==> config.mk <==
export PLATFORM = sky130hd
export DESIGN_NAME = uvp_sqrt_cell
export DESIGN_NICKNAME = d
export VERILOG_FILES = /design/src/design/uvp_pkg.sv /design/src/design/uvp_sqrt_cell.sv
export SDC_FILE = /design/constraint.sdc
export NUM_CORES = 1
export LEC_CHECK = 0
export BUFFER_PORTS_ARGS = -buffer_cell sky130_fd_sc_hd__buf_2
export CORE_MARGIN = 8
export CORE_UTILIZATION = 50
export CTS_BUF_LIST = sky130_fd_sc_hd__clkbuf_4
export DETAILED_ROUTE_END_ITERATION = 16
export GPL_ROUTABILITY_DRIVEN = 0
export GPL_TIMING_DRIVEN = 0
export PLACE_DENSITY_LB_ADDON = 0.05
export SYNTH_ARGS = -nofsm -noshare
export SYNTH_HDL_FRONTEND = slang
export SYNTH_SLANG_ARGS = --single-unit
==> constraint.sdc <==
create_clock -name clk_i -period 3.2 [get_ports clk_i]
set_clock_uncertainty 0.15 [all_clocks]
set_input_delay 0.48 -clock clk_i [delete_from_list [all_inputs] [get_ports clk_i]]
set_output_delay 0.48 -clock clk_i [all_outputs]
set_load 0.01 [all_outputs]
==> src/design/uvp_pkg.sv <==
`default_nettype none

package uvp_pkg;

  localparam int COORD_WIDTH_DEF   = 16;
  localparam int CORDIC_STAGES_DEF = 16;

  // angle in half-turns with 24 fractional bits
  localparam int ANG_FRAC = 24;
  localparam int ANG_W    = 28;
  localparam int TAB_LEN  = 24;

  // rescaled operands are about 2^29 in magnitude
  localparam int SC_W       = 31;
  localparam int CW         = 34;
  localparam int SQ_W       = 60;
  localparam int RT_W       = 30;
  localparam int REM_W      = 34;
  localparam int SQRT_STEPS = SQ_W / 2;

  localparam int MODE_W     = 2;
  localparam int TOL_W      = 12;
  localparam int CFG_IDX_W  = 1;
  localparam int CFG_DATA_W = 12;

  localparam logic [CFG_IDX_W-1:0] REG_MAP_MODE = 1'b0;
  localparam logic [CFG_IDX_W-1:0] REG_FACE_TOL = 1'b1;

  localparam logic signed [ANG_W-1:0] ANG_HALF = 28'sd8388608;
  localparam logic signed [ANG_W-1:0] ANG_ONE  = 28'sd16777216;

  typedef enum logic [MODE_W-1:0] {
    MODE_SPHERE   = 2'd0,
    MODE_PLANE    = 2'd1,
    MODE_CYLINDER = 2'd2,
    MODE_BOX      = 2'd3
  } map_mode_e;

  typedef struct packed {
    logic signed [CW-1:0]    x;
    logic signed [CW-1:0]    y;
    logic signed [ANG_W-1:0] ang;
    logic                    skip;
  } cordic_t;

  typedef struct packed {
    logic [REM_W-1:0] rem;
    logic [RT_W-1:0]  root;
    logic [SQ_W-1:0]  rad;
  } sqrt_t;

  // round(2^24 * atan(2^-i) / pi)
  function automatic logic signed [ANG_W-1:0] atan_entry(input int idx);
    logic signed [ANG_W-1:0] e;
    case (idx)
      0:  e = 28'sd4194304;
      1:  e = 28'sd2476042;
      2:  e = 28'sd1308273;
      3:  e = 28'sd664100;
      4:  e = 28'sd333339;
      5:  e = 28'sd166832;
      6:  e = 28'sd83436;
      7:  e = 28'sd41721;
      8:  e = 28'sd20861;
      9:  e = 28'sd10430;
      10: e = 28'sd5215;
      11: e = 28'sd2608;
      12: e = 28'sd1304;
      13: e = 28'sd652;
      14: e = 28'sd326;
      15: e = 28'sd163;
      16: e = 28'sd81;
      17: e = 28'sd41;
      18: e = 28'sd20;
      19: e = 28'sd10;
      20: e = 28'sd5;
      21: e = 28'sd3;
      22: e = 28'sd1;
      23: e = 28'sd1;
      default: e = 28'sd0;
    endcase
    return e;
  endfunction

endpackage

`default_nettype wire

==> src/design/uvp_sqrt_cell.sv <==
`default_nettype none

module uvp_sqrt_cell import uvp_pkg::*; (
  input  wire logic  clk_i,
  input  wire logic  en_i,
  input  wire sqrt_t s_i,
  output sqrt_t      s_o
);

  logic [REM_W-1:0] rem_n, trial;
  sqrt_t s_d, s_q;

  // bring down the next two radicand bits and try root digit one
  assign rem_n = {s_i.rem[REM_W-3:0], s_i.rad[SQ_W-1 -: 2]};
  assign trial = {{(REM_W-RT_W-2){1'b0}}, s_i.root, 2'b01};

  always_comb begin
    s_d.rad = {s_i.rad[SQ_W-3:0], 2'b00};
    if (rem_n >= trial) begin
      s_d.rem  = rem_n - trial;
      s_d.root = {s_i.root[RT_W-2:0], 1'b1};
    end else begin
      s_d.rem  = rem_n;
      s_d.root = {s_i.root[RT_W-2:0], 1'b0};
    end
  end

  always_ff @(posedge clk_i) begin
    if (en_i) begin
      s_q <= s_d;
    end
  end

  assign s_o = s_q;

endmodule

`default_nettype wire

==> results of run 1 <==
## routing by layer
| metal | wire (um) | share of wire (%) | GRT usage [%] | up-vias |
|---|---|---|---|---|
| met1 | 7480 | 39 | 26.5 | 2488 |
| met4 | 337 | 1.8 | 7.64 | 6 |
| met3 | 1520 | 7.9 | 8.34 | 34 |
| li1 | - | - | - | 2575 |
| met2 | 9800 | 51 | 42.0 | 202 |
| met5 | 44 | 0.23 | 0 | - |
## cells in the mapped netlist, types with 2 or more instances
cell      instances  area (um2)
clkbuf_2          3        15.0
a41oi_1           2        17.5
o21ai_1           4        20.0
buf_6             3        33.8
xnor2_1          18         158
o211a_1           2        20.0
o211ai_1          7        52.6
inv_1            44         165
nand2_1          52         195
buf_2             2        10.0
edfxtp_1        122        3660
xor2_1           11        96.3
nand3_1           5        25.0
nor4_1            3        18.8
nand2b_1          4        25.0
o21a_1            4        30.0
a21o_1           10        75.1
and3_1            6        37.5
or3_1             2        12.5
and2_1            7        43.8
o31ai_1           4        30.0
a31oi_1           3        18.8
nor3_1            8        40.0
nor2_1           20        75.1
mux2i_1           2        20.0
or2_2             2        12.5
o21ai_0          36         180
o21bai_1          6        45.0
o31a_1            2        17.5
a21oi_1          38         190
nand4_1           7        43.8
clkbuf_1          8        30.0
buf_4             2        15.0
nor2b_1           3        18.8
ha_1             32         400
## critical path: cells and delay by family
kind	cells	cell delay, ps
xor gates and xnor gates	1	110
adders and majority gates	1	360
and+or+nand+nor	3	500
AOI/OAI and AO/OA	4	1120
buffers and inverters	3	690
## final timing paths
path	cells past startpoint	endpoint
setup / recovery	12	s_o[123]$_DFFE_PP_
hold / removal	3	s_o[98]$_DFFE_PP_
## cell usage in the layout, fill, tap and decap left out, drive strengths merged, types with 3 or more instances in the layout
cell | Yosys | layout
nor2 | 20 | 20
o21ai | 40 | 40
a2111oi | 3 | 3
o21bai | 6 | 6
buf | 8 | 256
nand2 | 52 | 52
nor2b | 3 | 3
inv | 45 | 48
o211ai | 7 | 7
nand3 | 5 | 5
o31ai | 4 | 4
nor3 | 8 | 8
and2 | 7 | 7
ha | 32 | 32
clkinv | 0 | 6
clkbuf | 11 | 23
nor4 | 3 | 3
nand2b | 4 | 4
a21o | 10 | 10
and3 | 6 | 6
a21oi | 39 | 39
o211a | 3 | 3
xor2 | 11 | 11
dlygate4sd3 | 0 | 87
xnor2 | 18 | 18
clkinvlp | 0 | 6
nand4 | 7 | 7
o21a | 5 | 5
edfxtp | 122 | 122
a31oi | 3 | 3
## what timing repair did
item / in CTS / in global routing
endpoints found under the hold margin: 87 / 0
setup buffers: 0 / 2
resized for setup: 0 / 7
endpoints found under the setup margin: 0 / 33
hold buffers: 87 / 0
## metrics by stage
step                      TNS (ps)  setup slack [ps]  utilization (%)  std cells
after floorplan                  0               229                -        507
after global placement       -4140              -187             62.8        899
after detailed placement     -4760              -204             63.1        900
after CTS                        0              32.2             72.3       1019
after global routing             0              4.81             72.6       1017
final                            0              61.1             72.6       1018
## cells by family after synthesis
| kind of cell | count (synthesis) | synth area share, % |
|---|---|---|
| AO/OA/AOI/OAI | 134 | 14.6 |
| XOR/XNOR | 29 | 4.16 |
| adder cells (fa/ha/maj) | 32 | 6.56 |
| buffers and inverters | 64 | 4.72 |
| flip-flops | 122 | 60.0 |
| multiplexers | 3 | 0.574 |
| other | 1 | 0.0615 |
| AND/OR/NAND/NOR | 121 | 9.25 |
## power breakdown
group	switching, uW	internal [uW]	total (uW)
clock network	619	302	921
registers	39.7	1950	1990
logic	546	446	993
## cell type report
class                           count  share of cell area (%)
Inverter                           45                    1.95
Multi-Input combinational cell    321                    25.2
Buffer                             14                    1.15
Sequential cell                   122                    42.2
Clock buffer                       17                    1.47
Antenna cell                        2                  0.0577
Tap cell                          147                    2.12
Clock inverter                     15                    1.17
Timing Repair Buffer              335                    24.7
==> results_dict.tcl, run 1 <==
set metrics [dict create \
    min_from "s_i[96]" \
    port-buffer-count 245 \
    cp_cell_instances "dlygate4sd3_1, buf_2, inv_1, ha_1, and3_1, o211ai_1, nand3_1, a41o_1, a2111oi_4, nor2_2, a2111oi_4, xor2_1" \
    core_area_um2 12000 \
    timing.final.max_slew_violations 0 \
    dp_hpwl_um 13400 \
    multi_input_area_um2 2190 \
    syn-mean-instance-area_um2 12.1 \
    run_status "completed" \
    timing_hold_violations_final 0 \
    route.detailed.drc 0 \
    total_power_uw 3910 \
    start_kind "input pin" \
    power_density_nw_per_um2 450 \
    worst_setup_path_startpoint "s_i[63]" \
    drtAntennaViolNets 0 \
    synth_edf_count 122 \
    worstMarginPinSlew_ps 582 \
    drt_wl_total_um 19200 \
    drt-wirelength-per-cell_um 18.8 \
    drive_above_1_share_pct 35.0 \
    detail_route.vias_per_cell 5.21 \
    initial_core_util_pct 51.0 \
    netlist_area_um2 6100 \
    fillers 860 \
    global_route.usage.total_pct 23.9 \
    synth-seq-cells 122 \
    synthDistinctLibCells 57 \
    setup_viol_count_final 0 \
    max-slew-margin-rel_pct 61.2 \
    yosys_warnings 0 \
    postLayoutCellArea_um2 8680 \
    clock_sinks 122 \
    dr.pass1.iters 5 \
    crit_type "in2reg" \
    cts.root.buffer_cell "clkbuf_4" \
    whs_ps 94.9 \
    clockBufferDepth 2 \
    crit_slowest_cell "dlygate4sd3_1" \
    synthFlopType "edfxtp_1" \
    design.portCount 250 \
    grt_remaining_overflow 0 \
    peak_ir_drop_on_the_vdd_network_mv 0.269 \
    cts_tree "done" \
    placedInstanceArea_um2 7540 \
    drv_cap 0 \
    ff_latch_area_um2 3660 \
    vias_in_the_first_global_route 5440 \
    die_width_um 126 \
    static-leakage-power_uw 0.00384 \
    dieArea_um2 16000 \
    clock_tree.htree_level_count 4 \
    detailroute.via_count 5305 \
    cp.arrival_ps 3260 \
    largest_register_ff_count 122 \
    clkSlewWorstSetupHoldPaths_ps 120 \
    timing.fmax_ghz 0.319 \
    number_of_antenna_violations_at_the_first_check_in_global_routing 4 \
    fp.dieH_um 126 \
    drt_first_iter_violations 425 \
    synth.yosys.seq_area_share_pct 60.0 \
    min_period_over_period_pct 98.1 \
    number_of_nets_at_the_end_of_the_flow 1014 \
    hold_path.class "in2reg" \
    global_route_wire_length_before_repair_um 29500 \
    worst_path_largest_cell_delay_ps 530 \
    required_ps 3320 \
    async_reset_ff_share_pct 0 \
    cp_max_fo 5 \
    unrepaired_setup_endpoints_after_global_routing "false" \
    fp-row-count 40 \
    path_common_cell "a2111oi_4" \
    worstSetupEndpointType "flip-flop" \
    synth_cells 506 \
    grt_start_max_net_pins 81 \
    cts_buffers 17 \
    final.min_clock_period_ps 3140 \
    area_growth_syn_to_layout_pct 42.3 \
]
Note: power is estimated with default switching activity, not from simulation.
==> run 2: changes to the inputs <==
- HOLD_SLACK_MARGIN: not set -> 0.05
- SETUP_SLACK_MARGIN: not set -> 0.4
==> results_dict.tcl, run 2 (synthesis gave the netlist of run 1 again) <==
set metrics [dict create \
    port-buffer-count 245 \
    static-leakage-power_uw 0.00393 \
    int_pwr_uw 2880 \
    route.detailed.drc 0 \
    cts_tree "done" \
    fp.dieH_um 126 \
    grt_use_met3_pct 8.55 \
    hold_path.class "in2reg" \
    initial_core_util_pct 51.0 \
    cts.root.buffer_cell "clkbuf_4" \
    cts_buffers 17 \
    vias_in_the_first_global_route 5555 \
    area_growth_syn_to_layout_pct 46.3 \
    drive_above_1_share_pct 35.8 \
    worstMarginPinSlew_ps 602 \
    detailroute.via_count 5416 \
    dp_hpwl_um 13300 \
    peak_ir_drop_on_the_vdd_network_mv 0.230 \
    number_of_antenna_violations_at_the_first_check_in_global_routing 2 \
    fin_tns_setup_ps 0 \
    path_common_cell "buf_6" \
    min_period_over_period_pct 86.1 \
    seq_power_share_pct 48.6 \
    global_route.usage.total_pct 23.7 \
    number_of_nets_at_the_end_of_the_flow 1027 \
    crit_slowest_cell "a221o_1" \
    most-common-layout-cells "buf_2, edfxtp_1, dlygate4sd3_1, nand2_1, inv_1" \
    timing.fmax_ghz 0.363 \
    clock_tree.htree_level_count 4 \
    detail_route.vias_per_cell 5.26 \
    diodes 0 \
    gr-usage-met2_pct 42.7 \
    total_power_uw 4100 \
    layout_commonest_cell "buf_2" \
    drv_cap 0 \
    max-slew-margin-rel_pct 59.9 \
    final.min_clock_period_ps 2750 \
    dieArea_um2 16000 \
    comb_power_share_pct 25.1 \
    busiest_layer_in_global_routing "met2" \
    global_route_wire_length_before_repair_um 29600 \
    dr.pass1.iters 5 \
    core_area_um2 12000 \
    worst_path_largest_cell_delay_ps 360 \
    p_clk_share_pct 26.3 \
    cp_cell_instances "buf_2, inv_1, ha_1, buf_6, a21oi_4, o211ai_1, a221o_1, a211oi_4, o211a_4, o21a_4, buf_6, inv_4, mux2_4" \
    power_density_nw_per_um2 459 \
    design.portCount 250 \
    required_ps 3330 \
    drt_wl_total_um 19100 \
    cp_max_fo 7 \
    drtAntennaViolNets 0 \
    fillers 813 \
    drt_first_iter_violations 342 \
    die_width_um 126 \
    grt_start_max_net_pins 80 \
    cp.arrival_ps 2890 \
    unrepaired_setup_endpoints_after_global_routing "true" \
    clockBufferDepth 2 \
    fp-row-count 40 \
    switchingPower_uw 1210 \
    setup_viol_count_final 0 \
    drt-wirelength-per-cell_um 18.5 \
    clkSlewWorstSetupHoldPaths_ps 110 \
    largest_register_ff_count 122 \
    timing.final.max_slew_violations 0 \
    grt_remaining_overflow 0 \
    start_kind "input pin" \
    crit_type "in2reg" \
    clock_sinks 122 \
    run_status "completed" \
    timing_hold_violations_final 0 \
    netSwitchingFraction_pct 29.6 \
    grtUsageMet1_pct 25.3 \
    worstSetupEndpointType "flip-flop" \
]
-- run 2: path summary, 6_finish.rpt --
kind | cells after the start | endpoint | slack (ps) | start
max | 13 | s_o[106]$_DFFE_PP_ | 450 | s_i[67]
min | 3 | s_o[114]$_DFFE_PP_ | 100 | s_i[112]
-- run 2: worst max-delay path: cells and delay by family --
family | cells | cell delay, ps
compound gates | 6 | 1380
fa+ha+maj | 1 | 290
buf+inv | 5 | 440
mux | 1 | 280
-- run 2: final cells by class --
class	instances	area (um2)	area share, %
flip-flops and latches	122	3660	41.0
multi-input cells	321	2260	25.4
repair buffers	343	2220	24.9
well taps	147	184	2.06
inverters	45	174	1.95
clock inverters	15	150	1.68
plain buffers	19	140	1.57
clock buffers	17	128	1.43
-- run 2: power by group through the flow --
stage,Clock (uW),Sequential [uW],Combinational [uW]
after global routing,1160,2010,1120
after global placement,0,2030,887
after CTS,1100,1990,1000
after floorplan,0,2130,417
final,1080,1990,1030
after detailed placement,0,2030,903
-- run 2: routing by layer --
layer | wire [um] | vias to the layer above
met5 | 24 | -
met4 | 282 | 4
met3 | 1700 | 26
met2 | 9820 | 230
met1 | 7250 | 2562
li1 | - | 2594
-- run 2: stage by stage --
stage / hold slack [ps] / setup slack [ps] / instances / utilization, % / area [um2]
after floorplan: 429 / 331 / 507 / - / 6180
after global placement: 507 / -175 / 899 / 63.5 / 7590
after detailed placement: 508 / -354 / 900 / 63.7 / 7620
after CTS: 51.5 / 463 / 1026 / 74.0 / 8850
after global routing: 64.0 / 367 / 1029 / 74.6 / 8930
final: 102 / 446 / 1029 / 74.6 / 8930
-- run 2: what timing repair did --
action / CTS / global route
endpoints found under the setup margin: 1 / 32
pin swaps: 0 / 5
hold buffers: 94 / 0
hold endpoints to repair: 94 / 0
gates resized for setup: 2 / 15
buffers inserted: 0 / 3
