<file path="config.mk">
export PLATFORM = sky130hd
export DESIGN_NAME = uvp_cordic_pre
export DESIGN_NICKNAME = d
export VERILOG_FILES = /design/src/design/uvp_pkg.sv /design/src/design/uvp_cordic_pre.sv
export SDC_FILE = /design/constraint.sdc
export NUM_CORES = 1
export LEC_CHECK = 0
export BUFFER_PORTS_ARGS = -buffer_cell sky130_fd_sc_hd__buf_2
export CAP_MARGIN = 10
export CORE_UTILIZATION = 50
export CTS_CLUSTER_SIZE = 28
export DETAILED_ROUTE_END_ITERATION = 10
export GPL_ROUTABILITY_DRIVEN = 0
export PLACE_DENSITY = 0.82
export SYNTH_ARGS = -nofsm -noshare
export SYNTH_HDL_FRONTEND = slang
export SYNTH_SLANG_ARGS = --single-unit
</file>
<file path="constraint.sdc">
create_clock -name clk_i -period 3.35 [get_ports clk_i]
set_input_delay 0.335 -clock clk_i [delete_from_list [all_inputs] [get_ports clk_i]]
set_output_delay 0.335 -clock clk_i [all_outputs]
set_load 0.02 [all_outputs]
</file>
<file path="src/design/uvp_pkg.sv">
`default_nettype none

package uvp_pkg;

  localparam int COORD_WIDTH_DEF   = 16;
  localparam int CORDIC_STAGES_DEF = 16;

  // angle in half-turns with 24 fractional bits
  localparam int ANG_FRAC = 24;
  localparam int ANG_W    = 28;
  localparam int TAB_LEN  = 24;

  // rescaled operands are about 2^29 in magnitude
  localparam int SC_W       = 31;
  localparam int CW         = 34;
  localparam int SQ_W       = 60;
  localparam int RT_W       = 30;
  localparam int REM_W      = 34;
  localparam int SQRT_STEPS = SQ_W / 2;

  localparam int MODE_W     = 2;
  localparam int TOL_W      = 12;
  localparam int CFG_IDX_W  = 1;
  localparam int CFG_DATA_W = 12;

  localparam logic [CFG_IDX_W-1:0] REG_MAP_MODE = 1'b0;
  localparam logic [CFG_IDX_W-1:0] REG_FACE_TOL = 1'b1;

  localparam logic signed [ANG_W-1:0] ANG_HALF = 28'sd8388608;
  localparam logic signed [ANG_W-1:0] ANG_ONE  = 28'sd16777216;

  typedef enum logic [MODE_W-1:0] {
    MODE_SPHERE   = 2'd0,
    MODE_PLANE    = 2'd1,
    MODE_CYLINDER = 2'd2,
    MODE_BOX      = 2'd3
  } map_mode_e;

  typedef struct packed {
    logic signed [CW-1:0]    x;
    logic signed [CW-1:0]    y;
    logic signed [ANG_W-1:0] ang;
    logic                    skip;
  } cordic_t;

  typedef struct packed {
    logic [REM_W-1:0] rem;
    logic [RT_W-1:0]  root;
    logic [SQ_W-1:0]  rad;
  } sqrt_t;

  // round(2^24 * atan(2^-i) / pi)
  function automatic logic signed [ANG_W-1:0] atan_entry(input int idx);
    logic signed [ANG_W-1:0] e;
    case (idx)
      0:  e = 28'sd4194304;
      1:  e = 28'sd2476042;
      2:  e = 28'sd1308273;
      3:  e = 28'sd664100;
      4:  e = 28'sd333339;
      5:  e = 28'sd166832;
      6:  e = 28'sd83436;
      7:  e = 28'sd41721;
      8:  e = 28'sd20861;
      9:  e = 28'sd10430;
      10: e = 28'sd5215;
      11: e = 28'sd2608;
      12: e = 28'sd1304;
      13: e = 28'sd652;
      14: e = 28'sd326;
      15: e = 28'sd163;
      16: e = 28'sd81;
      17: e = 28'sd41;
      18: e = 28'sd20;
      19: e = 28'sd10;
      20: e = 28'sd5;
      21: e = 28'sd3;
      22: e = 28'sd1;
      23: e = 28'sd1;
      default: e = 28'sd0;
    endcase
    return e;
  endfunction

endpackage

`default_nettype wire

</file>
<file path="src/design/uvp_cordic_pre.sv">
`default_nettype none

module uvp_cordic_pre import uvp_pkg::*; (
  input  wire logic                 clk_i,
  input  wire logic                 en_i,
  input  wire logic signed [CW-1:0] y_i,
  input  wire logic signed [CW-1:0] x_i,
  output cordic_t                   c_o
);

  cordic_t c_d, c_q;

  // fold the left half plane into the right one by a quarter turn
  always_comb begin
    c_d.x   = x_i;
    c_d.y   = y_i;
    c_d.ang = '0;
    if (x_i < 0) begin
      if (y_i >= 0) begin
        c_d.x   = y_i;
        c_d.y   = -x_i;
        c_d.ang = ANG_HALF;
      end else begin
        c_d.x   = -y_i;
        c_d.y   = x_i;
        c_d.ang = -ANG_HALF;
      end
    end
    // zero y: angle is final, bypass the rotations
    c_d.skip = (c_d.y == '0);
  end

  always_ff @(posedge clk_i) begin
    if (en_i) begin
      c_q <= c_d;
    end
  end

  assign c_o = c_q;

endmodule

`default_nettype wire

</file>
==> results of run 1 <==
-- kinds of logic after synthesis --
| logic type | count (synthesis) | share of synthesized area [%] |
|---|---|---|
| and+or+nand+nor | 164 | 18.3 |
| xor gates and xnor gates | 53 | 9.87 |
| other | 1 | 0.0798 |
| DFF | 71 | 45.3 |
| AOI/OAI and AO/OA | 121 | 16.2 |
| buffers and inverters | 65 | 7.64 |
| adders and majority gates | 2 | 0.532 |
| muxes | 9 | 2.08 |
-- worst min-delay path: cells and delay by family --
| kind | cells | cell delay [ps] |
|---|---|---|
| buf+inv | 1 | 100 |
| compound gates | 1 | 80 |
| simple gates | 1 | 50 |
-- cells in the final DEF (no fill, tap or decap), types with 10 or more instances in the layout --
cell,instances
xor2_1,31
edfxtp_1,71
a31oi_1,15
o21ai_0,10
nand2_1,16
nor2_1,65
buf_2,142
buf_4,10
xnor2_1,22
conb_1,23
nor3_1,20
a21oi_1,49
-- through the flow --
step | power (mW) | hold slack [ps]
finish | 2.62 | 323
global route | 2.71 | 335
CTS | 2.61 | 322
detailed placement | 1.71 | 690
global placement | 1.70 | 671
floorplan | 1.51 | 434
-- power groups by stage --
stage	Clock [mW]	Combinational [mW]	Sequential [mW]
2_1_floorplan	0	0.264	1.24
3_3_place_gp	0	0.577	1.13
3_5_place_dp	0	0.587	1.12
4_1_cts	0.917	0.591	1.11
5_1_grt	0.956	0.642	1.11
6_report	0.913	0.597	1.10
-- routing by layer --
layer	wire length, um	vias up
met5	0	-
met4	424	0
met3	1340	50
met2	5830	299
met1	5230	2050
li1	-	2017
-- worst paths after layout --
| check | slack (ps) | startpoint | end |
|---|---|---|---|
| worst max-delay path | 650 | y_i[8] | c_o[91] |
| worst min-delay path | 320 | y_i[0] | c_o[63] |
-- area by class of cell --
type / instances / area, sq um
tap: 111 / 139
sequential: 71 / 2130
multi-input combinational: 372 / 2290
timing repair buffer: 152 / 786
fill: 761 / 3500
inverter: 10 / 37.5
clock inverter: 6 / 133
clock buffer: 10 / 128
==> flow_metrics.py, run 1 <==
metrics = {
    "routing": {
        "wl_per_cell_um": 17.5,
        "drc": 1,
        "first_iter_violations": 362,
        "viasPerCell": 6.03,
        "wirelength_um": 12800,
        "vias": 4416,
        "drtPass1Iterations": 9,
        "drtAntennaViolNets": 0,
    },
    "global_routing": {
        "grt_first_pass_wirelength_um": 19900,
        "grt.met2_usage_pct": 40.4,
        "grt_pass1_vias": 3949,
        "use_met3_pct": 6.10,
        "use_met1_pct": 35.1,
        "grt_start_max_net_pins": 72,
        "grt_use_total_pct": 26.1,
        "antenna_found_initial": 0,
        "overflow": 0,
        "top_usage_layer": "met2",
    },
    "placement": {
        "dp_slack_ps": 325,
        "placed_area_sq_um": 5390,
        "placed_cells": 716,
        "hpwl_um": 9090,
        "port-buffer-count": 143,
    },
    "yosys": {
        "syn_inst": 486,
        "ys_types": 53,
        "yosysMostFrequentCell": "edfxtp_1",
        "synthTopCellsByCount": "edfxtp_1 (71), nor2_1 (65), a21oi_1 (49)",
        "synth_edf_count": 71,
        "syn_avg_cell_area_sq_um": 9.67,
        "synth-async-reset-ratio_pct": 0,
        "synthesis.area_sq_um": 4700,
        "yosysSeqAreaShare_pct": 45.3,
        "yosysTopAreaCell": "edfxtp_1",
        "synth.ff_latch_count": 71,
        "ys_top_cells_by_area": "edfxtp_1 (45%), xor2_1 (5.8%), a21oi_1 (5.2%)",
        "ys_warn_count": 0,
        "synth_top_area_share_pct": 45.3,
        "synthFlopType": "edfxtp_1",
    },
    "sta": {
        "grt_setup_unrepaired": "no",
        "worst_slack_ps": 646,
        "hold_viol_final": 0,
        "worstMarginPinSlew_ps": 900,
        "relSlewSlack_pct": 40.0,
        "finalSetupTns_ps": 0,
        "max_freq_ghz": 0.370,
        "maxSlewViolCount": 0,
        "setup_violations": 0,
        "fin_crit_sh_pct": 80.7,
        "period_minus_slack_ps": 2700,
    },
    "floorplan": {
        "dieArea_sq_um": 9800,
        "initial_core_util_pct": 51.4,
        "die_y_um": 99.0,
        "fp.dieW_um": 99.0,
        "design.core.area_sq_um": 9150,
        "ioPinCount": 167,
        "fp-row-count": 35,
    },
    "power": {
        "ir_drop_uv": 236,
        "p_clk_share_pct": 34.9,
        "seqPwrFrac_pct": 42.2,
        "intPower_mw": 1.85,
        "powerDensity_nw_per_um2": 463,
        "p_leak_nw": 2.26,
        "swShare_pct": 29.2,
        "comb_power_share_pct": 22.8,
        "switching_power_mw": 0.764,
    },
    "min_path": {
        "holdCritPathClass": "input pin to flip-flop",
        "min_path_cells": 3,
    },
    "clock_tree": {
        "cts_max_level": 3,
        "clk_pin_slew_ps": 70,
        "cts_resized": 0,
        "clockBufferDepth": 2,
        "cts_buffers": 9,
        "hold_buffers": 0,
        "cts_tree": "yes",
        "cts_root_buffer": "clkbuf_8",
        "post_cts_buffers": 0,
        "cts.sinks": 71,
    },
    "finish": {
        "instances_no_fill": 732,
        "largest_reg_flops": 71,
        "area_delta_synth_final_pct": 20.1,
        "final_cell_area_sq_um": 5650,
        "diodes": 0,
        "post-route-util_pct": 61.7,
        "finalNetCount": 688,
        "layout-drive-gt1-share_pct": 29.0,
    },
    "critical_path": {
        "cp_data_required_time_ps": 3460,
        "crit_buf_inv": 1,
        "critPathArrivalTime_ps": 2810,
        "crit_cells": 8,
        "worstPathMaxFanout": 5,
        "cp-end-kind": "flip-flop",
        "path_cells": "buf_2, or4_1, nor3_1, a31oi_1, a21oi_1, o21ai_1, xor2_1, mux2_2",
        "worstSetupStartpointType": "input pin",
        "cp_top_family": "simple AND/OR/NAND/NOR gates",
        "crit_path_top_delay_cell": "or4_1",
        "crit_path_max_incr_delay_ps": 570,
        "crit_type": "input pin to flip-flop",
    },
    "status": {
        "violations": "design-rule violations",
        "status": "finished, violations left",
    },
    "run": {
        "timing.max_cap.violations": 0,
    },
}
Note: power is estimated with default switching activity, not from simulation.
==> run 2, diff against run 1 <==
--- a/config.mk
+++ b/config.mk
@@ -5,13 +5,14 @@
 export SDC_FILE = /design/constraint.sdc
 export NUM_CORES = 1
 export LEC_CHECK = 0
+export ABC_AREA = 1
 export BUFFER_PORTS_ARGS = -buffer_cell sky130_fd_sc_hd__buf_2
 export CAP_MARGIN = 10
 export CORE_UTILIZATION = 50
 export CTS_CLUSTER_SIZE = 28
 export DETAILED_ROUTE_END_ITERATION = 10
 export GPL_ROUTABILITY_DRIVEN = 0
-export PLACE_DENSITY = 0.82
+export PLACE_DENSITY = 0.8
 export SYNTH_ARGS = -nofsm -noshare
 export SYNTH_HDL_FRONTEND = slang
 export SYNTH_SLANG_ARGS = --single-unit
==> constraint.sdc (replaced) <==
create_clock -name clk_i -period 2.73 [get_ports clk_i]
set_input_delay 0.273 -clock clk_i [delete_from_list [all_inputs] [get_ports clk_i]]
set_output_delay 0.273 -clock clk_i [all_outputs]
set_load 0.02 [all_outputs]
==> run 2 against run 1 <==
The flow now finishes without violations; critical endpoint is now c_o[85]; synthesized cell count up 57%; non-clock buffer count decreased by 3; global-route usage rose by 0.085 points; utilization down 1.1 points; total power increased by 17%; sequential power rose by 23%; critical path type unchanged; first-iteration DRC count is 28% higher; routed wire length increased by 12%.
==> flow_metrics.py, run 2 <==
metrics = {
    "yosys": {
        "yosysTopAreaCell": "edfxtp_1",
        "synth-simple-area-share_pct": 37.7,
        "syn_inst": 763,
        "synth-async-reset-ratio_pct": 0,
        "synthesis.area_sq_um": 5430,
        "yosysSeqAreaShare_pct": 39.3,
        "syn_avg_cell_area_sq_um": 7.12,
        "ys_warn_count": 0,
        "synth_top_area_share_pct": 39.3,
        "synth.ff_latch_count": 71,
        "ys_types": 41,
        "synthFlopType": "edfxtp_1",
        "synth_xor_area_share_pct": 2.74,
        "synth_fa_ha_area_share_pct": 0.461,
        "synthTopCellsByCount": "nand2_1 (242), inv_1 (94), nand3_1 (84)",
        "yosysMostFrequentCell": "nand2_1",
        "synth-compound-area-share_pct": 6.38,
        "synth_edf_count": 71,
        "ys_top_cells_by_area": "edfxtp_1 (39%), nand2_1 (17%), nand3_1 (7.7%)",
        "synthMuxAreaShare_pct": 0,
        "synth_top_family_by_area": "simple AND/OR/NAND/NOR gates",
    },
    "critical_path": {
        "worstSetupStartpointType": "input pin",
        "critPathArrivalTime_ps": 1910,
        "cp_data_required_time_ps": 2810,
        "cp_top_family": "simple AND/OR/NAND/NOR gates",
        "crit_path_top_delay_cell": "o21ai_4",
        "crit_type": "input pin to flip-flop",
        "crit_buf_inv": 2,
        "path_cells": "buf_2, inv_1, ha_1, nand4_2, nor3_4, nand4_4, o21ai_4, nand3_1, nand3_1, o21ai_0",
        "worstPathMaxFanout": 13,
        "cp-end-kind": "flip-flop",
        "crit_path_max_incr_delay_ps": 370,
        "cp_common_cell": "nand3_1",
    },
    "finish": {
        "finalNetCount": 967,
        "multi_input_comb_area_sq_um": 2650,
        "area_delta_synth_final_pct": 16.3,
        "final_common_cell": "nand2_1",
        "fill_cells": 1021,
        "layout_common_cells": "nand2_1 (242), buf_2 (143), inv_1 (94)",
        "final_cell_area_sq_um": 6310,
        "layout-drive-gt1-share_pct": 22.7,
        "largest_reg_flops": 71,
        "diodes": 0,
        "seq_area_sq_um": 2130,
    },
    "routing": {
        "wl_met1_um": 6210,
        "first_iter_violations": 465,
        "wl_per_cell_um": 13.8,
        "vias": 5358,
        "viasPerCell": 5.18,
        "drc": 0,
        "highest_layer": "met4",
        "met3RoutedLength_um": 1230,
        "wirelength_um": 14300,
        "drtPass1Iterations": 7,
        "drtAntennaViolNets": 0,
        "met2_length_um": 6610,
    },
    "power": {
        "p_leak_nw": 3.14,
        "ir_drop_uv": 262,
        "powerDensity_nw_per_um2": 485,
        "power_mw": 3.06,
    },
    "sta": {
        "finalSetupTns_ps": 0,
        "period_minus_slack_ps": 1830,
        "holdWs_ps": 185,
        "setup_violations": 0,
        "grt_setup_unrepaired": "no",
        "maxSlewViolCount": 0,
        "worst_slack_ps": 899,
        "max_freq_ghz": 0.546,
        "hold_viol_final": 0,
        "relSlewSlack_pct": 43.5,
        "fin_crit_sh_pct": 67.1,
        "worstMarginPinSlew_ps": 840,
    },
    "floorplan": {
        "design.core.area_sq_um": 10400,
        "ioPinCount": 167,
        "fp-row-count": 37,
        "initial_core_util_pct": 52.1,
        "die_y_um": 106,
        "dieArea_sq_um": 11300,
        "fp.dieW_um": 106,
    },
    "global_routing": {
        "antenna_found_initial": 0,
        "overflow": 0,
        "grt_start_max_net_pins": 51,
        "grt_use_total_pct": 26.2,
        "grt_first_pass_wirelength_um": 23000,
        "grt_pass1_vias": 4759,
    },
    "clock_tree": {
        "cts_resized": 0,
        "cts.sinks": 71,
        "cts_max_level": 3,
        "clk_pin_slew_ps": 70,
        "cts_tree": "yes",
        "hold_buffers": 0,
        "cts_root_buffer": "clkbuf_8",
        "post_cts_buffers": 0,
        "clockBufferDepth": 2,
        "cts_buffers": 9,
    },
    "placement": {
        "placed_area_sq_um": 6100,
        "port-buffer-count": 143,
        "hpwl_um": 11000,
        "dp_slack_ps": 526,
    },
    "min_path": {
        "holdCritPathClass": "input pin to flip-flop",
        "whs_endpoint": "c_o[24]",
        "min_path_cells": 1,
        "hp-start": "x_i[33]",
    },
    "run": {
        "timing.max_cap.violations": 0,
    },
    "status": {
        "status": "completed",
    },
}
==> run 2: changes by cell type after synthesis, moves of 13 or more <==
cell	previous run	this run
nor3_1	20	7
nand3_1	3	84
nand2_1	16	242
a21oi_1	49	6
a31oi_1	15	0
nor2_1	65	80
xor2_1	31	16
clkbuf_1	19	6
o21ai_0	10	40
xnor2_1	22	1
inv_1	9	94
==> run 2: area by class of cell <==
| type | instances | area share, % |
|---|---|---|
| timing repair buffer | 149 | 12.2 |
| multi-input combinational | 565 | 42.0 |
| tap | 136 | 2.69 |
| clock buffer | 9 | 1.96 |
| inverter | 99 | 5.96 |
| clock inverter | 6 | 1.37 |
| sequential | 71 | 33.8 |
==> run 2: power breakdown <==
group          leakage [nW]  internal (mW)  switching, mW  total (mW)
combinational          2.34          0.236          0.551       0.788
clock                 0.105          0.508          0.420       0.928
sequential            0.694           1.32         0.0238        1.35
==> run 2: stage by stage <==
| step | cells | utilization (%) |
|---|---|---|
| 2_1_floorplan | 785 | - |
| 3_3_place_gp | 1020 | 58.6 |
| 3_5_place_dp | 1020 | 58.6 |
| 4_1_cts | 1035 | 60.6 |
| 5_1_grt | 1035 | 60.6 |
| 6_report | 1035 | 60.6 |
==> run 2: cell families (layout without fill, tap and decap cells) <==
kind of cell    Yosys count  count (layout)
simple gates            460             460
buf+inv                 149             263
xor+xnor                 17              17
compound gates           63              63
fa+ha+maj                 2               2
other cells               1              23
flops                    71              71
==> run 2: worst max path at each step <==
stage,start,end,slack (ps),cells past startpoint
after global placement,y_i[1],c_o[85],590,10
final,y_i[1],c_o[85],900,10
after detailed placement,y_i[1],c_o[85],530,10
after global routing,y_i[1],c_o[85],720,10
after floorplan,y_i[1],c_o[87],920,10
after CTS,y_i[1],c_o[85],890,10
==> run 2: metal layers <==
layer	vias up	GRT usage, %
met3	23	5.89
met2	259	41.5
met5	-	0
met4	0	7.94
li1	2659	-
met1	2417	35.7
