<file path="config.mk">
export PLATFORM = sky130hd
export DESIGN_NAME = uvp_cordic_cell
export DESIGN_NICKNAME = d
export VERILOG_FILES = /design/src/design/uvp_pkg.sv /design/src/design/uvp_cordic_cell.sv
export SDC_FILE = /design/constraint.sdc
export NUM_CORES = 1
export LEC_CHECK = 0
export ABC_CLOCK_PERIOD_IN_PS = 5600
export BUFFER_PORTS_ARGS = -buffer_cell sky130_fd_sc_hd__clkbuf_2
export CAP_MARGIN = 25
export CELL_PAD_IN_SITES_DETAIL_PLACEMENT = 0
export CELL_PAD_IN_SITES_GLOBAL_PLACEMENT = 1
export CORE_AREA = 2 2 211 192
export CTS_BUF_LIST = sky130_fd_sc_hd__clkbuf_8 sky130_fd_sc_hd__clkbuf_16
export DETAILED_ROUTE_END_ITERATION = 6
export DIE_AREA = 0 0 213 194
export GPL_TIMING_DRIVEN = 0
export PLACE_DENSITY = 0.59
export SYNTH_ARGS = -nofsm -noshare
export SYNTH_HDL_FRONTEND = slang
export SYNTH_SLANG_ARGS = --single-unit
</file>
<file path="constraint.sdc">
create_clock -name clk_i -period 5.6 [get_ports clk_i]
set_input_delay 1.68 -clock clk_i [delete_from_list [all_inputs] [get_ports clk_i]]
set_output_delay 1.68 -clock clk_i [all_outputs]
set_load 0.02 [all_outputs]
</file>
<file path="src/design/uvp_pkg.sv">
`default_nettype none

package uvp_pkg;

  localparam int COORD_WIDTH_DEF   = 16;
  localparam int CORDIC_STAGES_DEF = 16;

  // angle in half-turns with 24 fractional bits
  localparam int ANG_FRAC = 24;
  localparam int ANG_W    = 28;
  localparam int TAB_LEN  = 24;

  // rescaled operands are about 2^29 in magnitude
  localparam int SC_W       = 31;
  localparam int CW         = 34;
  localparam int SQ_W       = 60;
  localparam int RT_W       = 30;
  localparam int REM_W      = 34;
  localparam int SQRT_STEPS = SQ_W / 2;

  localparam int MODE_W     = 2;
  localparam int TOL_W      = 12;
  localparam int CFG_IDX_W  = 1;
  localparam int CFG_DATA_W = 12;

  localparam logic [CFG_IDX_W-1:0] REG_MAP_MODE = 1'b0;
  localparam logic [CFG_IDX_W-1:0] REG_FACE_TOL = 1'b1;

  localparam logic signed [ANG_W-1:0] ANG_HALF = 28'sd8388608;
  localparam logic signed [ANG_W-1:0] ANG_ONE  = 28'sd16777216;

  typedef enum logic [MODE_W-1:0] {
    MODE_SPHERE   = 2'd0,
    MODE_PLANE    = 2'd1,
    MODE_CYLINDER = 2'd2,
    MODE_BOX      = 2'd3
  } map_mode_e;

  typedef struct packed {
    logic signed [CW-1:0]    x;
    logic signed [CW-1:0]    y;
    logic signed [ANG_W-1:0] ang;
    logic                    skip;
  } cordic_t;

  typedef struct packed {
    logic [REM_W-1:0] rem;
    logic [RT_W-1:0]  root;
    logic [SQ_W-1:0]  rad;
  } sqrt_t;

  // round(2^24 * atan(2^-i) / pi)
  function automatic logic signed [ANG_W-1:0] atan_entry(input int idx);
    logic signed [ANG_W-1:0] e;
    case (idx)
      0:  e = 28'sd4194304;
      1:  e = 28'sd2476042;
      2:  e = 28'sd1308273;
      3:  e = 28'sd664100;
      4:  e = 28'sd333339;
      5:  e = 28'sd166832;
      6:  e = 28'sd83436;
      7:  e = 28'sd41721;
      8:  e = 28'sd20861;
      9:  e = 28'sd10430;
      10: e = 28'sd5215;
      11: e = 28'sd2608;
      12: e = 28'sd1304;
      13: e = 28'sd652;
      14: e = 28'sd326;
      15: e = 28'sd163;
      16: e = 28'sd81;
      17: e = 28'sd41;
      18: e = 28'sd20;
      19: e = 28'sd10;
      20: e = 28'sd5;
      21: e = 28'sd3;
      22: e = 28'sd1;
      23: e = 28'sd1;
      default: e = 28'sd0;
    endcase
    return e;
  endfunction

endpackage

`default_nettype wire

</file>
<file path="src/design/uvp_cordic_cell.sv">
`default_nettype none

module uvp_cordic_cell import uvp_pkg::*; #(
  parameter int IDX = 0
) (
  input  wire logic    clk_i,
  input  wire logic    en_i,
  input  wire cordic_t c_i,
  output cordic_t      c_o
);

  logic signed [CW-1:0] dx, dy;
  cordic_t c_d, c_q;

  assign dx = $signed(c_i.y) >>> IDX;
  assign dy = $signed(c_i.x) >>> IDX;

  always_comb begin
    c_d = c_i;
    if (!c_i.skip) begin
      if ($signed(c_i.y) > 0) begin
        c_d.x   = c_i.x + dx;
        c_d.y   = c_i.y - dy;
        c_d.ang = c_i.ang + atan_entry(IDX);
      end else begin
        c_d.x   = c_i.x - dx;
        c_d.y   = c_i.y + dy;
        c_d.ang = c_i.ang - atan_entry(IDX);
      end
    end
  end

  always_ff @(posedge clk_i) begin
    if (en_i) begin
      c_q <= c_d;
    end
  end

  assign c_o = c_q;

endmodule

`default_nettype wire

</file>
==> results of run 1 <==
report_power, final:
group          switching [W]  total (W)  internal [W]
combinational       0.000750    0.00113      0.000377
clock               0.000324   0.000712      0.000388
sequential         0.0000235   0.000929      0.000905
per-layer routing:
layer | routed length (um) | GRT usage, %
met1 | 20260 | 29.34
met2 | 18270 | 30.16
met3 | 3301 | 5.102
met4 | 869 | 5.983
met5 | 0 | 0
final cells by class:
class | count | area (um^2) | area share, %
clock inverters | 6 | 83.83 | 0.7186
flip-flops and latches | 97 | 2913 | 24.97
well taps | 532 | 665.6 | 5.706
inverters | 97 | 364.1 | 3.121
multi-input cells | 905 | 6142 | 52.65
plain buffers | 57 | 261.5 | 2.242
repair buffers | 196 | 1006 | 8.623
clock buffers | 9 | 225.2 | 1.931
diodes | 2 | 5.005 | 0.04290
worst max path at each step:
| stage | start | end | slack (ns) | cells after the start |
|---|---|---|---|---|
| 2_1_floorplan | c_i[56] | c_o[28] | 1.17 | 16 |
| 3_3_place_gp | c_i[56] | c_o[28] | -0.92 | 17 |
| 3_5_place_dp | c_i[56] | c_o[28] | -0.90 | 17 |
| 4_1_cts | c_i[34] | c_o[28] | 0.09 | 16 |
| 5_1_grt | c_i[56] | c_o[28] | 0.08 | 16 |
| 6_report | c_i[60] | c_o[77] | 0.16 | 12 |
kinds of logic (layout without fill, tap and decap cells):
logic type,after synthesis,in the layout,share of synthesized area [%]
flops,97,97,30.21
mux,26,26,2.751
other cells,0,2,0
compound gates,384,384,24.22
xor+xnor,74,74,6.722
buf+inv,155,365,6.501
fa+ha+maj,108,108,14.33
simple gates,313,313,15.27
through the flow:
step	instance area, um^2	hold WS, ns	instances	TNS (ns)
after CTS	11640	1.419	1899	0
after floorplan	9642	1.779	1157	0
after global placement	11280	1.858	1884	-3.244
after detailed placement	11310	1.859	1885	-2.384
final	11670	1.456	1901	0
after global routing	11660	1.439	1900	0
Yosys cell counts (9+ instances only):
master      n
and2_1     11
nand3_1    10
xnor2_1    54
a21oi_1   126
o21bai_1   14
o21a_1     11
buf_2      24
clkbuf_1   27
nor4_1     10
mux2i_1    22
nand2_1   106
nor2_1     94
nor2b_1    15
o31ai_1     9
ha_1      104
nand4_1    13
o211ai_1   12
edfxtp_1   97
nor3_1     18
a21o_1     28
o21ai_0   104
inv_1      93
o21ai_1    17
xor2_1     20
repair_timing:
action	CTS	global route
resized for setup	4	4
endpoints found under the setup margin	3	10
pin swaps	0	0
==> results by group, run 1 <==
Status
  • Status: completed

Detailed routing
  • DR vias/cell: 5.016
  • Post-Route WL: 42.70 mm
  • DRC marker count from the first detailed-route iteration: 842
  • Antenna-violating nets left: 0
  • Vias: 9535
  • Routed length per instance: 22.46 um
  • First-pass DRT Iterations: 7
  • Residual DRC: 0

Global route
  • Initial antenna violation count: 1
  • Largest net degree at the start of global routing: 57
  • First-pass GRT wire length: 61.59 mm
  • Total Routing Usage GR: 20.50%
  • Vias in the first global route: 9285
  • Congestion Overflow GR: 0

Setup path
  • Top fanout value on the critical path: 12
  • Critical path buffer and inverter count: 4
  • Crit-path max cell delay: 0.73 ns
  • WS Path Type: input pin to register
  • Crit path DAT: 5.55 ns
  • Critical Path, Cell by Cell: clkbuf_2 > nor4_2 > nand4_1 > nor2_1 > nand4_1 > nor2b_1 > inv_2 > buf_2 > clkbuf_1 > o21ai_0 > xnor2_1 > o21ai_0
  • Nature of the critical path startpoint: input pin
  • CP Capture Type: register
  • WP data required: 5.72 ns
  • Delay-heaviest family, CP: simple AND/OR/NAND/NOR gates
  • CP max stage cell: clkbuf_1

Floorplan
  • Core ar.: 0.03911 mm^2
  • Boundary pin count: 196
  • DIE AREA: 0.04132 mm^2
  • Die height: 194 um
  • Die X: 213 um
  • Std-Cell Rows: 69
  • Starting Density: 24.65%

Logic synthesis
  • Number of synthesized flops with an enable pin: 97
  • Cell variety after synth: 67
  • Register area share after synthesis: 30.21%
  • Mapped Avg Cell Area: 8.333 um^2
  • Syn. warnings: 0
  • Main synth FF type: edfxtp_1
  • Async S/R FF share, synth: 0%
  • Synth top area cells: edfxtp_1 30%, ha_1 13%, a21oi_1 6.5%
  • Yosys reg bits: 97
  • Area share of the largest cell type after synthesis: 30.21%
  • Mapped Area: 0.009642 mm^2
  • Area leader, netlist: edfxtp_1
  • Syn nets: 1364
  • Synth Instances: 1157

Finish
  • Final Core Density: 29.83%
  • Most frequent cells in the layout: 194 x clkbuf_2, 126 x a21oi_1, 106 x nand2_1, 104 x o21ai_0, 104 x ha_1
  • Fillcell total: 4312
  • Final #Nets: 1570
  • Most common cell after layout, fill and taps aside: clkbuf_2
  • Max reg flops: 97
  • Layout cells sized above 1: 19.39%
  • Layout area overhead: 21.00%

Placed design
  • DP Worst Slack: -0.8968 ns
  • DP Wirelength: 34.00 mm
  • Gpl congestion: 0.9230
  • Port bufs: 195

Clock network
  • Clk slew on worst S/H paths: 0.08 ns
  • Clock Root Buffer: clkbuf_16
  • CTS tree: built
  • Cts bufs inserted: 9
  • Setup Fix Bufs, Post-CTS: 0
  • CTS max path bufs: 2
  • CTS Sinks: 97
  • Hold buffers post-CTS: 0
  • H-tree levels: 3

Power
  • Peak supply drop: 0.0001491 V
  • Leakage: 5.109 nW
  • Power per cell area: 237.3 mW/mm^2
  • Tot Pwr: 0.002768 W

Timing
  • Final critical-path required period: 5.436 ns
  • Max Transition Viols Final: 0
  • Fmax: 0.1840 GHz
  • Crit path setup slack, layout: 0.1637 ns
  • Worst-Margin Slew: 1.110 ns
  • Fin crit share: 97.08%
  • Final count of hold timing violations: 0
  • Final setup fails: 0
  • RSZ-0062 raised after global routing: no
  • Relative slew slack: 26.03%

Worst hold path
  • Worst hold path class: input pin to register
  • Hold Path Sink: c_o[21]
  • Hold Path Stages: 1
  • Hold Startpoint: c_i[21]

Job
  • Max Cap Viol: 0
No activity file was read; power rests on OpenSTA's default activity.
==> inputs of run 2 (changes only) <==
--- a/config.mk
+++ b/config.mk
@@ -5,17 +5,18 @@
 export SDC_FILE = /design/constraint.sdc
 export NUM_CORES = 1
 export LEC_CHECK = 0
+export ABC_AREA = 1
 export ABC_CLOCK_PERIOD_IN_PS = 5600
 export BUFFER_PORTS_ARGS = -buffer_cell sky130_fd_sc_hd__clkbuf_2
 export CAP_MARGIN = 25
 export CELL_PAD_IN_SITES_DETAIL_PLACEMENT = 0
 export CELL_PAD_IN_SITES_GLOBAL_PLACEMENT = 1
-export CORE_AREA = 2 2 211 192
+export CORE_AREA = 2 2 232 211
 export CTS_BUF_LIST = sky130_fd_sc_hd__clkbuf_8 sky130_fd_sc_hd__clkbuf_16
 export DETAILED_ROUTE_END_ITERATION = 6
-export DIE_AREA = 0 0 213 194
+export DIE_AREA = 0 0 234 213
 export GPL_TIMING_DRIVEN = 0
-export PLACE_DENSITY = 0.59
+export PLACE_DENSITY = 0.6
 export SYNTH_ARGS = -nofsm -noshare
 export SYNTH_HDL_FRONTEND = slang
 export SYNTH_SLANG_ARGS = --single-unit
==> results by group, run 2 <==
Setup path
  • CP max stage cell: nor3_1
  • Nature of the critical path startpoint: input pin
  • Critical path buffer and inverter count: 3
  • Critical Path, Cell by Cell: clkbuf_2 > inv_1 > nand4_1 > nor3_1 > nand4_1 > nand2_2 > buf_2 > ha_1 > nand2_1 > nand2_1 > a31oi_1 > or2_2 > nand2_1 > a21o_1 > nand2_1 > nand3_1 > xnor2_1
  • Crit-path max cell delay: 0.46 ns
  • Top fanout value on the critical path: 14
  • Delay-heaviest family, CP: simple AND/OR/NAND/NOR gates
  • CP Depth: 17
  • CP Capture Type: register
  • Crit path DAT: 4.96 ns
  • WP data required: 5.75 ns
  • WS Path Type: input pin to register
  • CP most frequent cell: nand2_1

Power
  • Peak supply drop: 0.0001665 V
  • Sw Share: 45.14%
  • Switching power: 0.001330 W
  • Internal: 0.001616 W
  • Leakage: 6.913 nW
  • Logic pwr share: 46.7%
  • Clk pwr share: 22.2%
  • Reg power frac: 31.1%
  • Power per cell area: 212.3 mW/mm^2

Logic synthesis
  • Synth Instances: 1743
  • Main synth FF type: edfxtp_1
  • Synth top area cells: edfxtp_1 25%, nand2_1 16%, ha_1 11%
  • Syn. warnings: 0
  • Number of synthesized flops with an enable pin: 97
  • Area leader, netlist: edfxtp_1
  • Most frequent cell after synthesis: nand2_1
  • Mapped Avg Cell Area: 6.748 um^2
  • Register area share after synthesis: 24.77%
  • Mapped Area: 0.01176 mm^2
  • Cell variety after synth: 51
  • Async S/R FF share, synth: 0%
  • Syn nets: 1950
  • Post-synth top cells: 513 x nand2_1, 187 x inv_1, 141 x nand3_1, 135 x nor2_1, 115 x a21oi_1
  • Area share of the largest cell type after synthesis: 24.77%
  • Yosys reg bits: 97

Finish
  • Most frequent cells in the layout: 513 x nand2_1, 194 x clkbuf_2, 187 x inv_1, 141 x nand3_1, 135 x nor2_1
  • Antenna fix cells: 0
  • Final non-filler cell area: 0.01388 mm^2
  • Final Core Density: 29.25%
  • Layout cells sized above 1: 20.95%
  • Max reg flops: 97
  • Most common cell after layout, fill and taps aside: nand2_1
  • Final #Nets: 2159
  • Layout area overhead: 18.00%

Timing
  • Setup tns final: 0 ns
  • Fmax: 0.2079 GHz
  • Worst-Margin Slew: 1.105 ns
  • Fin crit share: 85.91%
  • WHS: 1.456 ns
  • Relative slew slack: 26.31%
  • Final critical-path required period: 4.811 ns
  • Final count of hold timing violations: 0
  • Final setup fails: 0
  • Max Transition Viols Final: 0
  • RSZ-0062 raised after global routing: no

Placed design
  • Gpl congestion: 0.9205
  • Port bufs: 195
  • Area post-placement: 0.01359 mm^2
  • DP Wirelength: 47.50 mm

Floorplan
  • Core ar.: 0.04745 mm^2
  • Std-Cell Rows: 76
  • Boundary pin count: 196
  • Die height: 213 um
  • Die X: 234 um
  • Starting Density: 24.79%
  • DIE AREA: 0.04984 mm^2

Global route
  • Vias in the first global route: 11920
  • Total Routing Usage GR: 22.91%
  • Congestion Overflow GR: 0
  • Initial antenna violation count: 1
  • Largest net degree at the start of global routing: 56
  • First-pass GRT wire length: 80.27 mm

Clock network
  • Hold buffers post-CTS: 0
  • Clk slew on worst S/H paths: 0.07 ns
  • Cts bufs inserted: 9
  • CTS Sinks: 97
  • H-tree levels: 3
  • Clock Root Buffer: clkbuf_16
  • Setup Fix Bufs, Post-CTS: 0
  • CTS tree: built
  • Post-CTS Resized: 0
  • CTS max path bufs: 2

Detailed routing
  • First-pass DRT Iterations: 5
  • Residual DRC: 0
  • DR vias/cell: 4.798
  • Antenna-violating nets left: 0
  • DRC marker count from the first detailed-route iteration: 1132
  • Routed length per instance: 22.10 um
  • Post-Route WL: 57.03 mm
  • Vias: 12380

Worst hold path
  • Hold Startpoint: c_i[6]
  • Hold Path Sink: c_o[6]
  • Hold Path Stages: 1
  • Worst hold path class: input pin to register

Job
  • Max Cap Viol: 0

Status
  • Status: completed
run 2: cell types whose count changed after synthesis, sizes merged, moves of 10 or more:
| cell | delta |
|---|---|
| nand3 | +138 |
| o21a | -10 |
| nor2b | -15 |
| xnor2 | -50 |
| mux2i | -22 |
| o21ai | -22 |
| clkbuf | -18 |
| inv | +127 |
| buf | +19 |
| nor2 | +70 |
| nand2 | +453 |
| a21o | -18 |
| xor2 | +17 |
run 2: area by class of cell:
type / count / area, um^2
Buffer: 59 / 417.9
Fill cell: 5289 / 33570
Clock buffer: 9 / 225.2
Multi-Input combinational cell: 1360 / 7571
Timing Repair Buffer: 198 / 1049
Sequential cell: 97 / 2913
Inverter: 227 / 859.6
Tap cell: 624 / 780.7
Clock inverter: 7 / 62.56
run 2: power groups by stage:
stage	registers [W]	logic, W	clock network (W)
after floorplan	0.00103	0.000760	0
after global placement	0.000935	0.00135	0
after detailed placement	0.000933	0.00136	0
after CTS	0.000918	0.00137	0.000684
after global routing	0.000926	0.00150	0.000705
final	0.000917	0.00138	0.000654
run 2: how the worst max path moves through the flow:
stage | to | startpoint | slack [ns]
finish | c_o[28] | c_i[39] | 0.79
global route | c_o[28] | c_i[39] | 0.60
CTS | c_o[28] | c_i[39] | 0.79
detailed placement | c_o[28] | c_i[39] | 0.36
global placement | c_o[28] | c_i[39] | 0.35
floorplan | c_o[28] | c_i[34] | 1.79
run 2: routing by layer:
layer | track usage, % | up-vias | wire length [um]
met5 | 0 | - | 0
met4 | 7.726 | 0 | 1617
met3 | 3.365 | 54 | 3381
met2 | 35.42 | 425 | 24920
met1 | 32.42 | 5829 | 27120
li1 | - | 6076 | -
run 2: kinds of logic after synthesis:
family | Yosys count | synth area share (%)
and+or+nand+nor | 926 | 35.59
adders and majority gates | 108 | 11.74
xor gates and xnor gates | 41 | 3.117
AOI/OAI and AO/OA | 285 | 13.93
buffers and inverters | 286 | 10.86
DFF | 97 | 24.77
run 2: per-stage QoR:
stage               total power, W  instances  setup WS, ns
floorplan                 0.001795       1743         1.787
global placement          0.002288       2562        0.3451
detailed placement        0.002291       2565        0.3586
CTS                       0.002968       2581        0.7930
global route              0.003131       2581        0.5993
finish                    0.002946       2581        0.7890
